$ cat src/design/deq_pkg.sv
// Shared types, codes and defaults for the double-ended queue.
package deq_pkg;

    // Fixed widths of the command and result fields.
    localparam int CMD_W    = 3;
    localparam int WORD_W   = 32;
    localparam int STATUS_W = 2;

    // Defaults for the top-level parameters.
    localparam int DEPTH_DEF      = 64;
    localparam int DATA_WIDTH_DEF = 32;

    // Command codes.
    localparam logic [CMD_W-1:0] CMD_CLEAR      = 3'd0;
    localparam logic [CMD_W-1:0] CMD_PUSH_FRONT = 3'd1;
    localparam logic [CMD_W-1:0] CMD_PUSH_BACK  = 3'd2;
    localparam logic [CMD_W-1:0] CMD_DUMP       = 3'd3;
    localparam logic [CMD_W-1:0] CMD_POP_FRONT  = 3'd4;
    localparam logic [CMD_W-1:0] CMD_POP_BACK   = 3'd5;

    // Result status codes.
    localparam logic [STATUS_W-1:0] ST_POP   = 2'd0;
    localparam logic [STATUS_W-1:0] ST_DUMP  = 2'd1;
    localparam logic [STATUS_W-1:0] ST_EMPTY = 2'd2;
    localparam logic [STATUS_W-1:0] ST_FULL  = 2'd3;

    // Decoded command as it travels from the front end to the back end.
    typedef struct packed {
        logic is_clear;
        logic is_push;
        logic is_dump;
        logic is_pop;
        logic at_front;
    } t_op;

endpackage

$ cat src/design/deq_ram.sv
// Generic single-write, single-read RAM with a registered read port.
module deq_ram
    import deq_pkg::*;
#(
    parameter int WIDTH = DATA_WIDTH_DEF,
    parameter int DEPTH = DEPTH_DEF
) (
    input  logic                     i_clk,
    input  logic                     i_we,
    input  logic [$clog2(DEPTH)-1:0] i_waddr,
    input  logic [WIDTH-1:0]         i_wdata,
    input  logic                     i_re,
    input  logic [$clog2(DEPTH)-1:0] i_raddr,
    output logic [WIDTH-1:0]         o_rdata
);

    logic [WIDTH-1:0] r_mem [DEPTH];
    logic [WIDTH-1:0] r_rdata;

    always_ff @(posedge i_clk) begin
        if (i_we) begin
            r_mem[i_waddr] <= i_wdata;
        end
        if (i_re) begin
            r_rdata <= r_mem[i_raddr];
        end
    end

    assign o_rdata = r_rdata;

endmodule

$ cat src/design/deq_front.sv
// Front end: takes command beats, decodes them and holds them in a short queue.
module deq_front
    import deq_pkg::*;
#(
    parameter int DATA_WIDTH = DATA_WIDTH_DEF
) (
    input  logic                   i_clk,
    input  logic                   i_rst_n,
    input  logic                   i_valid,
    output logic                   o_ready,
    input  logic [CMD_W-1:0]       i_cmd,
    input  logic signed [WORD_W-1:0] i_push_value,
    output logic                   o_op_valid,
    input  logic                   i_op_ready,
    output t_op                    o_op,
    output logic [DATA_WIDTH-1:0]  o_op_value
);

    localparam logic [1:0] Q_FULL = 2'd2;

    t_op                   w_op;
    logic                  w_known;
    logic [DATA_WIDTH-1:0] w_store;
    logic                  w_enq;
    logic                  w_deq;

    t_op                   r_q_op  [2];
    logic [DATA_WIDTH-1:0] r_q_val [2];
    logic                  r_q_wr;
    logic                  r_q_rd;
    logic [1:0]            r_q_cnt;
    logic                  n_q_wr;
    logic                  n_q_rd;
    logic [1:0]            n_q_cnt;

    // Pushed words are sign-extended or truncated to the storage width.
    generate
        if (DATA_WIDTH <= WORD_W) begin : g_narrow
            assign w_store = i_push_value[DATA_WIDTH-1:0];
        end else begin : g_wide
            assign w_store = {{(DATA_WIDTH-WORD_W){i_push_value[WORD_W-1]}}, i_push_value};
        end
    endgenerate

    always_comb begin
        w_op.is_clear = (i_cmd == CMD_CLEAR);
        w_op.is_push  = i_cmd inside {CMD_PUSH_FRONT, CMD_PUSH_BACK};
        w_op.is_dump  = (i_cmd == CMD_DUMP);
        w_op.is_pop   = i_cmd inside {CMD_POP_FRONT, CMD_POP_BACK};
        w_op.at_front = i_cmd inside {CMD_PUSH_FRONT, CMD_POP_FRONT};
        w_known       = w_op.is_clear | w_op.is_push | w_op.is_dump | w_op.is_pop;
    end

    // Unknown command codes are taken and dropped here.
    assign o_ready    = (r_q_cnt != Q_FULL);
    assign w_enq      = i_valid & o_ready & w_known;
    assign o_op_valid = (r_q_cnt != 2'd0);
    assign w_deq      = o_op_valid & i_op_ready;
    assign o_op       = r_q_op[r_q_rd];
    assign o_op_value = r_q_val[r_q_rd];

    always_comb begin
        n_q_wr  = r_q_wr ^ w_enq;
        n_q_rd  = r_q_rd ^ w_deq;
        n_q_cnt = r_q_cnt + {1'b0, w_enq} - {1'b0, w_deq};
    end

    always_ff @(posedge i_clk) begin
        if (!i_rst_n) begin
            r_q_wr  <= 1'b0;
            r_q_rd  <= 1'b0;
            r_q_cnt <= 2'd0;
        end else begin
            r_q_wr  <= n_q_wr;
            r_q_rd  <= n_q_rd;
            r_q_cnt <= n_q_cnt;
        end
    end

    always_ff @(posedge i_clk) begin
        if (w_enq) begin
            r_q_op[r_q_wr]  <= w_op;
            r_q_val[r_q_wr] <= w_store;
        end
    end

endmodule

$ cat src/design/deq_back.sv
// Back end: owns the ring pointers and the store, executes commands and buffers results.
module deq_back
    import deq_pkg::*;
#(
    parameter int DEPTH      = DEPTH_DEF,
    parameter int DATA_WIDTH = DATA_WIDTH_DEF
) (
    input  logic                     i_clk,
    input  logic                     i_rst_n,
    input  logic                     i_op_valid,
    output logic                     o_op_ready,
    input  t_op                      i_op,
    input  logic [DATA_WIDTH-1:0]    i_op_value,
    output logic                     o_valid,
    input  logic                     i_ready,
    output logic signed [WORD_W-1:0] o_word,
    output logic [STATUS_W-1:0]      o_status,
    output logic                     o_last
);

    localparam int IDX_W = $clog2(DEPTH);
    localparam int CNT_W = $clog2(DEPTH + 1);
    localparam int SUM_W = CNT_W + 1;

    localparam logic S_IDLE = 1'b0;
    localparam logic S_DUMP = 1'b1;

    localparam logic [1:0] OB_FULL = 2'd2;

    function automatic logic [IDX_W-1:0] f_wrap(input logic [SUM_W-1:0] s);
        logic [SUM_W-1:0] t;
        t = (s >= SUM_W'(DEPTH)) ? (s - SUM_W'(DEPTH)) : s;
        return t[IDX_W-1:0];
    endfunction

    logic                r_state;
    logic [IDX_W-1:0]    r_front;
    logic [CNT_W-1:0]    r_count;
    logic [IDX_W-1:0]    r_dump_pos;
    logic [CNT_W-1:0]    r_dump_left;
    logic                r_pend;
    logic                r_pend_zero;
    logic [STATUS_W-1:0] r_pend_status;
    logic                r_pend_last;

    logic                n_state;
    logic [IDX_W-1:0]    n_front;
    logic [CNT_W-1:0]    n_count;
    logic [IDX_W-1:0]    n_dump_pos;
    logic [CNT_W-1:0]    n_dump_left;
    logic                n_pend;
    logic                n_pend_zero;
    logic [STATUS_W-1:0] n_pend_status;
    logic                n_pend_last;

    logic [WORD_W-1:0]   r_ob_word   [2];
    logic [STATUS_W-1:0] r_ob_status [2];
    logic                r_ob_last   [2];
    logic                r_ob_wr;
    logic                r_ob_rd;
    logic [1:0]          r_ob_cnt;

    logic                  w_accept;
    logic                  w_we;
    logic [IDX_W-1:0]      w_waddr;
    logic                  w_re;
    logic [IDX_W-1:0]      w_raddr;
    logic [DATA_WIDTH-1:0] w_rdata;
    logic [WORD_W-1:0]     w_rword;
    logic                  w_pop_out;
    logic [2:0]            w_space_used;
    logic                  w_credit;
    logic                  w_full;
    logic                  w_empty;
    logic [IDX_W-1:0]      w_front_inc;
    logic [IDX_W-1:0]      w_front_dec;
    logic [IDX_W-1:0]      w_tail_next;
    logic [IDX_W-1:0]      w_tail;
    logic [IDX_W-1:0]      w_dump_inc;

    deq_ram #(
        .WIDTH (DATA_WIDTH),
        .DEPTH (DEPTH)
    ) u_ram (
        .i_clk   (i_clk),
        .i_we    (w_we),
        .i_waddr (w_waddr),
        .i_wdata (i_op_value),
        .i_re    (w_re),
        .i_raddr (w_raddr),
        .o_rdata (w_rdata)
    );

    generate
        if (DATA_WIDTH >= WORD_W) begin : g_out_trunc
            assign w_rword = w_rdata[WORD_W-1:0];
        end else begin : g_out_sext
            assign w_rword = {{(WORD_W-DATA_WIDTH){w_rdata[DATA_WIDTH-1]}}, w_rdata};
        end
    endgenerate

    // Result slots: a result may be started only if the output buffer can still
    // hold it once its read has landed.
    assign o_valid      = (r_ob_cnt != 2'd0);
    assign w_pop_out    = o_valid & i_ready;
    assign w_space_used = {1'b0, r_ob_cnt} + {2'b00, r_pend} - {2'b00, w_pop_out};
    assign w_credit     = (w_space_used < 3'd2);

    assign w_full  = (r_count == CNT_W'(DEPTH));
    assign w_empty = (r_count == '0);

    assign w_front_inc = f_wrap(SUM_W'(r_front) + SUM_W'(1));
    assign w_front_dec = (r_front == '0) ? IDX_W'(DEPTH - 1) : (r_front - IDX_W'(1));
    assign w_tail_next = f_wrap(SUM_W'(r_front) + SUM_W'(r_count));
    assign w_tail      = f_wrap(SUM_W'(r_front) + SUM_W'(r_count) - SUM_W'(1));
    assign w_dump_inc  = f_wrap(SUM_W'(r_dump_pos) + SUM_W'(1));

    always_comb begin
        n_state       = r_state;
        n_front       = r_front;
        n_count       = r_count;
        n_dump_pos    = r_dump_pos;
        n_dump_left   = r_dump_left;
        n_pend        = 1'b0;
        n_pend_zero   = 1'b0;
        n_pend_status = ST_POP;
        n_pend_last   = 1'b1;
        w_accept      = 1'b0;
        w_we          = 1'b0;
        w_waddr       = r_front;
        w_re          = 1'b0;
        w_raddr       = r_front;
        case (r_state)
            S_IDLE: begin
                if (i_op_valid) begin
                    if (i_op.is_clear) begin
                        w_accept = 1'b1;
                        n_front  = '0;
                        n_count  = '0;
                    end else if (i_op.is_push) begin
                        if (w_full) begin
                            if (w_credit) begin
                                w_accept      = 1'b1;
                                n_pend        = 1'b1;
                                n_pend_zero   = 1'b1;
                                n_pend_status = ST_FULL;
                            end
                        end else begin
                            w_accept = 1'b1;
                            w_we     = 1'b1;
                            n_count  = r_count + CNT_W'(1);
                            if (i_op.at_front) begin
                                w_waddr = w_front_dec;
                                n_front = w_front_dec;
                            end else begin
                                w_waddr = w_tail_next;
                            end
                        end
                    end else if (i_op.is_pop) begin
                        if (w_credit) begin
                            w_accept = 1'b1;
                            n_pend   = 1'b1;
                            if (w_empty) begin
                                n_pend_zero   = 1'b1;
                                n_pend_status = ST_EMPTY;
                            end else begin
                                w_re    = 1'b1;
                                n_count = r_count - CNT_W'(1);
                                if (i_op.at_front) begin
                                    w_raddr = r_front;
                                    n_front = w_front_inc;
                                end else begin
                                    w_raddr = w_tail;
                                end
                            end
                        end
                    end else if (i_op.is_dump) begin
                        w_accept = 1'b1;
                        if (!w_empty) begin
                            n_state     = S_DUMP;
                            n_dump_pos  = r_front;
                            n_dump_left = r_count;
                        end
                    end else begin
                        w_accept = 1'b1;
                    end
                end
            end
            S_DUMP: begin
                if (w_credit) begin
                    w_re          = 1'b1;
                    w_raddr       = r_dump_pos;
                    n_pend        = 1'b1;
                    n_pend_status = ST_DUMP;
                    n_pend_last   = (r_dump_left == CNT_W'(1));
                    n_dump_pos    = w_dump_inc;
                    n_dump_left   = r_dump_left - CNT_W'(1);
                    if (r_dump_left == CNT_W'(1)) begin
                        n_state = S_IDLE;
                    end
                end
            end
            default: begin
                n_state = S_IDLE;
            end
        endcase
    end

    assign o_op_ready = w_accept;

    always_ff @(posedge i_clk) begin
        if (!i_rst_n) begin
            r_state  <= S_IDLE;
            r_front  <= '0;
            r_count  <= '0;
            r_pend   <= 1'b0;
            r_ob_wr  <= 1'b0;
            r_ob_rd  <= 1'b0;
            r_ob_cnt <= 2'd0;
        end else begin
            r_state  <= n_state;
            r_front  <= n_front;
            r_count  <= n_count;
            r_pend   <= n_pend;
            r_ob_wr  <= r_ob_wr ^ r_pend;
            r_ob_rd  <= r_ob_rd ^ w_pop_out;
            r_ob_cnt <= w_space_used[1:0];
        end
    end

    always_ff @(posedge i_clk) begin
        r_dump_pos    <= n_dump_pos;
        r_dump_left   <= n_dump_left;
        r_pend_zero   <= n_pend_zero;
        r_pend_status <= n_pend_status;
        r_pend_last   <= n_pend_last;
        if (r_pend) begin
            r_ob_word[r_ob_wr]   <= r_pend_zero ? '0 : w_rword;
            r_ob_status[r_ob_wr] <= r_pend_status;
            r_ob_last[r_ob_wr]   <= r_pend_last;
        end
    end

    assign o_word   = r_ob_word[r_ob_rd];
    assign o_status = r_ob_status[r_ob_rd];
    assign o_last   = r_ob_last[r_ob_rd];

    a_count_bound: assert property (@(posedge i_clk) disable iff (!i_rst_n)
        r_count <= CNT_W'(DEPTH))
        else $error("entry count exceeds depth");

    a_front_bound: assert property (@(posedge i_clk) disable iff (!i_rst_n)
        r_front <= IDX_W'(DEPTH - 1))
        else $error("front index outside the ring");

    a_landing_room: assert property (@(posedge i_clk) disable iff (!i_rst_n)
        r_pend |-> (r_ob_cnt != OB_FULL))
        else $error("result landed in a full output buffer");

    a_dump_left: assert property (@(posedge i_clk) disable iff (!i_rst_n)
        (r_state == S_DUMP) |-> (r_dump_left != '0) && (r_dump_left <= r_count))
        else $error("dump run has no entries left");

    a_dump_holds: assert property (@(posedge i_clk) disable iff (!i_rst_n)
        (r_state == S_DUMP) |-> !o_op_ready)
        else $error("command taken during a dump");

endmodule

$ cat src/design/double_ended_queue.sv
// Top level of the double-ended queue: front-end command queue and back-end executor.
//
// A double-ended queue of signed words held in a ring store of DEPTH entries, driven by
// command beats (clear, push front, push back, dump, pop front, pop back) and answering
// with result beats of word, status and last. The front end takes a command beat in any
// cycle in which its two-beat command queue has room, so commands keep flowing while a
// result waits to be taken. The back end executes one command at a time: a clear or a
// successful push gives no result; a pop, an empty pop or a dropped push is taken and its
// result beat is marked pending, then written into the output buffer. A dump streams the
// stored entries front to back at one beat per cycle, set by the single read port of the
// ring store, while the buffer has room; the next command starts once the last
// entry has been read. Results pass through a two-beat output buffer. A stalled consumer
// holds back a pop, a dropped push or the next dump beat once the buffer, counting the
// result still being read from the store, has no free place left; clears and pushes that
// fit take no place in the buffer. The store needs no clearing after reset; only
// occupied entries are ever read. Command codes 6 and 7 are accepted and ignored.
module double_ended_queue
    import deq_pkg::*;
#(
    parameter int DEPTH      = DEPTH_DEF,
    parameter int DATA_WIDTH = DATA_WIDTH_DEF
) (
    input  logic                     i_clk,
    input  logic                     i_rst_n,
    input  logic                     i_valid,
    output logic                     o_ready,
    input  logic [CMD_W-1:0]         i_cmd,
    input  logic signed [WORD_W-1:0] i_push_value,
    output logic                     o_valid,
    input  logic                     i_ready,
    output logic signed [WORD_W-1:0] o_word,
    output logic [STATUS_W-1:0]      o_status,
    output logic                     o_last
);

    // Decoded commands waiting for the back end, with the push word already
    // brought to the storage width.
    t_op                   w_op;
    logic                  w_op_valid;
    logic                  w_op_ready;
    logic [DATA_WIDTH-1:0] w_op_value;

    deq_front #(
        .DATA_WIDTH (DATA_WIDTH)
    ) u_front (
        .i_clk        (i_clk),
        .i_rst_n      (i_rst_n),
        .i_valid      (i_valid),
        .o_ready      (o_ready),
        .i_cmd        (i_cmd),
        .i_push_value (i_push_value),
        .o_op_valid   (w_op_valid),
        .i_op_ready   (w_op_ready),
        .o_op         (w_op),
        .o_op_value   (w_op_value)
    );

    // The back end owns the front index, the entry count and the ring store, and
    // sends every result beat through its own output buffer.
    deq_back #(
        .DEPTH      (DEPTH),
        .DATA_WIDTH (DATA_WIDTH)
    ) u_back (
        .i_clk      (i_clk),
        .i_rst_n    (i_rst_n),
        .i_op_valid (w_op_valid),
        .o_op_ready (w_op_ready),
        .i_op       (w_op),
        .i_op_value (w_op_value),
        .o_valid    (o_valid),
        .i_ready    (i_ready),
        .o_word     (o_word),
        .o_status   (o_status),
        .o_last     (o_last)
    );

endmodule

$ cat config.mk
export PLATFORM = sky130hd
export DESIGN_NAME = double_ended_queue
export DESIGN_NICKNAME = d
export VERILOG_FILES = /design/src/design/deq_pkg.sv /design/src/design/deq_ram.sv /design/src/design/deq_front.sv /design/src/design/deq_back.sv /design/src/design/double_ended_queue.sv
export SDC_FILE = /design/constraint.sdc
export NUM_CORES = 2
export LEC_CHECK = 0
export BUFFER_PORTS_ARGS = -buffer_cell sky130_fd_sc_hd__buf_2
export CAP_MARGIN = 5
export CORE_MARGIN = 10
export CORE_UTILIZATION = 55
export CTS_CLUSTER_DIAMETER = 60
export CTS_CLUSTER_SIZE = 8
export DETAILED_ROUTE_END_ITERATION = 16
export GPL_TIMING_DRIVEN = 1
export PLACE_DENSITY = 0.73
export SLEW_MARGIN = 0
export SYNTH_ARGS = -nofsm -noshare
export SYNTH_HDL_FRONTEND = slang
export SYNTH_SLANG_ARGS = --single-unit
$ cat constraint.sdc
create_clock -name i_clk -period 10.6 [get_ports i_clk]
set_input_delay 0.53 -clock i_clk [delete_from_list [all_inputs] [get_ports i_clk]]
set_output_delay 0.53 -clock i_clk [all_outputs]
set_load 0.01 [all_outputs]
==> impl_results.rst <==
.. list-table::
   :header-rows: 1

   * - Metric
     - Value
   * - Status
     - completed
   * - Starting utilization of the core area
     - 55.30%
   * - Top achievable clock speed
     - 0.1378 GHz
   * - Die Outline Area
     - 0.1802 mm²
   * - Synthesis-to-finish area growth
     - 13.46%
   * - Most frequently used flop master after synthesis
     - sky130_fd_sc_hd__edfxtp_1
   * - Final routed wirelength across all metal layers
     - 254200 µm
   * - H-tree depth reported by CTS
     - 5
   * - Ratio of routed vias to standard cells
     - 6.604
   * - Post-detailed-route DRC marker count
     - 0
   * - Path type of the worst setup path
     - register to register
   * - Most used cells in the layout excluding fill and tap cells
     - 2237 x sky130_fd_sc_hd__edfxtp_1, 1310 x sky130_fd_sc_hd__nand2_1, 357 x sky130_fd_sc_hd__a21oi_1
   * - Via count of the routed design
     - 56475
   * - Utilization of the core after routing
     - 62.74%
   * - Post_cts resized
     - 0
   * - Height of the die
     - 424.5 µm
   * - Worst-case vdd ir drop
     - 0.0002595 V
   * - Cell Chain, Critical Path
     - or2_2 -> and2_1 -> ha_1 -> inv_1 -> ha_1 -> fa_1 -> xnor2_1 -> nor2_1 -> nand4_4 -> nand2_8 -> buf_12 -> buf_4 -> a211oi_1 -> a211oi_1 -> a31oi_1 -> a22o_1 -> nor4_1
   * - Met1 demand-to-capacity share in global routing
     - 34.75%
   * - Type of element launching the critical path
     - register
   * - Max transition margin
     - 11.27%
   * - Slowest CP cell
     - sky130_fd_sc_hd__buf_4
   * - Count of endpoints failing setup in the final report
     - 0
   * - Filler Cell Count
     - 11230
   * - Warnings, synthesis
     - 0
   * - Hold Path Class
     - input pin to register
   * - Std-Cell Rows
     - 148
   * - Register bit count reported by yosys
     - 2265
   * - Number of setup buffers added after CTS
     - 0
   * - Worst hold slack after final layout
     - 81.66 ps
   * - TritonCTS clock tree
     - built
   * - Total iterations of the first detailed-routing run
     - 6
   * - Number of I/O port buffers
     - 75
   * - Drt initial violations
     - 8164
   * - Remaining antenna violation count after routing
     - 0
   * - Remaining global-route overflow
     - 0
   * - Maximum net fanout on the critical path
     - 169
   * - Via count of the first global-routing pass
     - 56009
   * - Reg-to-reg critical path startpoint
     - u_back.r_ob_cnt[1]$_SDFF_PN0_
   * - Detail Placement HPWL
     - 134700 µm
   * - Final number of hold-violating endpoints
     - 0
   * - EDFF count, synth
     - 2237
   * - Terminus of the critical flop-to-flop path
     - u_back.u_ram.o_rdata[21]$_DFFE_PP_
   * - Number of antenna violations at the first check in global routing
     - 14
   * - Average instance area after synthesis
     - 14.61 µm²
   * - Mapped Area
     - 0.09001 mm²
   * - Worst path arrival time
     - 7930 ps
   * - Transition time at the pin with the least slew margin
     - 1330 ps
   * - GR met3 Demand/Resource
     - 6.562%
   * - Routed wirelength normalized by instance count
     - 29.73 µm
   * - Worst setup slack for register-to-register paths
     - 3340 ps
   * - Cells on Worst Hold Path
     - 4
   * - Fraction of layout instances using a drive strength above 1
     - 12.44%
   * - Most common cell after layout, fill and taps aside
     - sky130_fd_sc_hd__edfxtp_1
   * - Top Usage Layer GRT
     - met2
   * - Final Instance Count excl. Fillers
     - 8552
   * - Final max-slew violation count
     - 0
   * - Met2 Resource Use GR
     - 43.20%
   * - Routability cong.
     - 0.8816
   * - Worst endpoint required time
     - 11280 ps
   * - Later-pin clock latency in the skew report
     - 940 ps
   * - Clk root buf
     - sky130_fd_sc_hd__clkbuf_16
   * - Total power density per cell area
     - 275.8 mW/mm²
   * - Post-CTS clock slew at the launch and capture registers of the worst setup and hold paths
     - 50 ps
   * - Clock tree skew after final layout
     - 62.84 ps
   * - # nets final
     - 6413
   * - Core ar.
     - 0.1628 mm²
   * - Maximum clock path buffer count
     - 4
   * - Pin count of the biggest net entering global routing
     - 170
   * - Crit-path max cell delay
     - 880 ps
   * - Final critical path time including I/O delays and setup
     - 7255 ps
   * - Total GRT Usage
     - 27.51%
   * - Synthesized Nets
     - 6228
   * - Cell count after placement
     - 8148
   * - Flip-flop and latch area
     - 0.06774 mm²
   * - Distinct cells, synth
     - 73
   * - Sequential element share of the synthesized area
     - 75.25%
   * - Depth of the worst register-to-register path
     - 17
   * - Post-Route Setup TNS
     - 0 ps
   * - Max Cap Viol
     - 0
   * - Post-synthesis instance total
     - 6161
   * - Final critical-path setup slack
     - 3345 ps
   * - Number of buffers inserted for hold repair after clock tree synthesis
     - 36
   * - Final worst path period share
     - 68.44%
   * - Worst setup timing slack at the placement stage
     - 3641 ps
   * - Number of sinks driven by the clock tree
     - 2265
   * - Static leakage
     - 33.05 nW
   * - Area of the multi-input gates
     - 0.02086 mm²
   * - Horiz. Die Dim
     - 424.5 µm
   * - Wire length of the first global-routing pass
     - 369200 µm
   * - Number of buffers created by CTS
     - 335
   * - Setup repair after global routing missed its margin
     - false
   * - Startpoint of the worst hold path
     - i_ready
   * - Async SR Flop Fraction
     - 0%
   * - Boundary Pins
     - 76
   * - Worst Setup End Kind
     - register
-- sequential cells by signal (all words and copies together) (netlist names), named ones only --
register	flops
u_back.u_ram.r_mem	2048
u_back.r_ob_word	64
u_front.r_q_val	64
u_back.u_ram.o_rdata	32
u_front.r_q_op	10
u_back.r_count	7
u_back.r_dump_left	7
u_back.r_dump_pos	6
u_back.r_front	6
u_back.r_ob_status	4
u_back.r_ob_cnt	2
u_back.r_ob_last	2
u_back.r_pend_status	2
u_front.r_q_cnt	2
u_back.r_ob_rd	1
u_back.r_ob_wr	1
u_back.r_pend	1
u_back.r_pend_last	1
u_back.r_state	1
u_front.r_q_rd	1
u_front.r_q_wr	1
-- per-layer routing --
metal  share of wire [%]  routed length, µm
met1                  35              88860
met2                  47             118800
met3                  12              29750
met5               0.032                 81
met4                 6.6              16790
-- kinds of logic after synthesis --
kind of cell               count (synthesis)  share of synthesized area, %
DFF                                     2265                         75.25
buffers and inverters                    444                         2.214
AOI/OAI and AO/OA                       1202                         9.472
and+or+nand+nor                         1920                         9.226
adders and majority gates                 28                        0.4143
xor gates and xnor gates                  32                        0.3197
muxes                                    270                         3.099
-- where the power goes --
part           leakage (nW)  switching [mW]  total, mW  internal, mW
Combinational          8.41            5.96       8.12          2.16
Sequential             20.4           0.144       10.9          10.8
Clock                  4.28            3.48       9.14          5.66
Total                  33.1            9.58       28.2          18.6
-- worst max-delay path, delay by kind of cell, from the launching register on --
kind	cells	cell delay, ps
compound gates	4	890
xor+xnor	1	210
buf+inv	3	1500
flops	1	360
fa+ha+maj	3	920
simple gates	6	2830
-- per-stage QoR --
stage               power [mW]  area [µm²]
floorplan                15.79       90010
global placement         18.76       93040
detailed placement       18.91       93040
CTS                      28.01      102100
global route             29.01      102100
finish                   28.17      102100
-- worst max-delay path by stage --
stage | slack [ps] | depth (start not counted) | start | to
after detailed placement | 3640 | 17 | u_back.r_ob_cnt[1]$_SDFF_PN0_ | u_back.u_ram.o_rdata[21]$_DFFE_PP_
after global placement | 3780 | 17 | u_back.r_ob_cnt[1]$_SDFF_PN0_ | u_back.u_ram.o_rdata[3]$_DFFE_PP_
after floorplan | 5530 | 9 | u_back.r_ob_cnt[1]$_SDFF_PN0_ | u_back.u_ram.o_rdata[0]$_DFFE_PP_
after global routing | 2990 | 17 | u_back.r_ob_cnt[1]$_SDFF_PN0_ | u_back.u_ram.o_rdata[21]$_DFFE_PP_
after CTS | 3450 | 17 | u_back.r_ob_cnt[1]$_SDFF_PN0_ | u_back.u_ram.o_rdata[21]$_DFFE_PP_
final | 3340 | 17 | u_back.r_ob_cnt[1]$_SDFF_PN0_ | u_back.u_ram.o_rdata[21]$_DFFE_PP_
-- cells in the mapped netlist, types with 5 or more instances --
cell type	instances	area [µm²]
sky130_fd_sc_hd__edfxtp_1	2237	67170
sky130_fd_sc_hd__nand2_1	1311	4921
sky130_fd_sc_hd__a21oi_1	357	1787
sky130_fd_sc_hd__clkbuf_1	231	867.1
sky130_fd_sc_hd__mux2i_1	201	2012
sky130_fd_sc_hd__nand3_1	177	885.9
sky130_fd_sc_hd__a211oi_1	169	1269
sky130_fd_sc_hd__and3_1	168	1051
sky130_fd_sc_hd__a31oi_1	133	832.1
sky130_fd_sc_hd__buf_2	132	660.6
sky130_fd_sc_hd__a32o_1	130	1301
sky130_fd_sc_hd__nor2_1	123	461.7
sky130_fd_sc_hd__o211ai_1	70	525.5
sky130_fd_sc_hd__mux2_2	69	777.0
sky130_fd_sc_hd__a22o_1	65	569.3
sky130_fd_sc_hd__o2111ai_1	64	560.5
sky130_fd_sc_hd__nor2b_1	40	250.2
sky130_fd_sc_hd__o22ai_1	37	231.5
sky130_fd_sc_hd__a22oi_1	34	255.2
sky130_fd_sc_hd__buf_4	33	247.7
sky130_fd_sc_hd__a211o_1	32	280.3
sky130_fd_sc_hd__a31o_2	31	271.5
sky130_fd_sc_hd__a32oi_1	31	271.5
sky130_fd_sc_hd__dfxtp_1	28	560.5
sky130_fd_sc_hd__nor4_1	26	162.7
sky130_fd_sc_hd__ha_1	25	312.8
sky130_fd_sc_hd__inv_1	23	86.33
sky130_fd_sc_hd__buf_1	19	71.32
sky130_fd_sc_hd__xnor2_1	19	166.4
sky130_fd_sc_hd__nor3_1	16	80.08
sky130_fd_sc_hd__o21ai_0	16	80.08
sky130_fd_sc_hd__xor2_1	12	105.1
sky130_fd_sc_hd__and2_1	11	68.82
sky130_fd_sc_hd__nor4_2	10	125.1
sky130_fd_sc_hd__nand2b_1	9	56.30
sky130_fd_sc_hd__a21o_1	7	52.55
sky130_fd_sc_hd__or3_1	7	43.79
sky130_fd_sc_hd__buf_6	5	56.30
-- final cells by class --
type / instances / share of cell area [%]
diodes: 2 / 0.004901
clock buffers: 356 / 8.411
clock inverters: 10 / 0.1262
inverters: 24 / 0.08821
multi-input cells: 3452 / 20.43
flip-flops and latches: 2265 / 66.33
well taps: 2175 / 2.665
repair buffers: 268 / 1.948
Note: power is estimated with default switching activity, not from simulation.
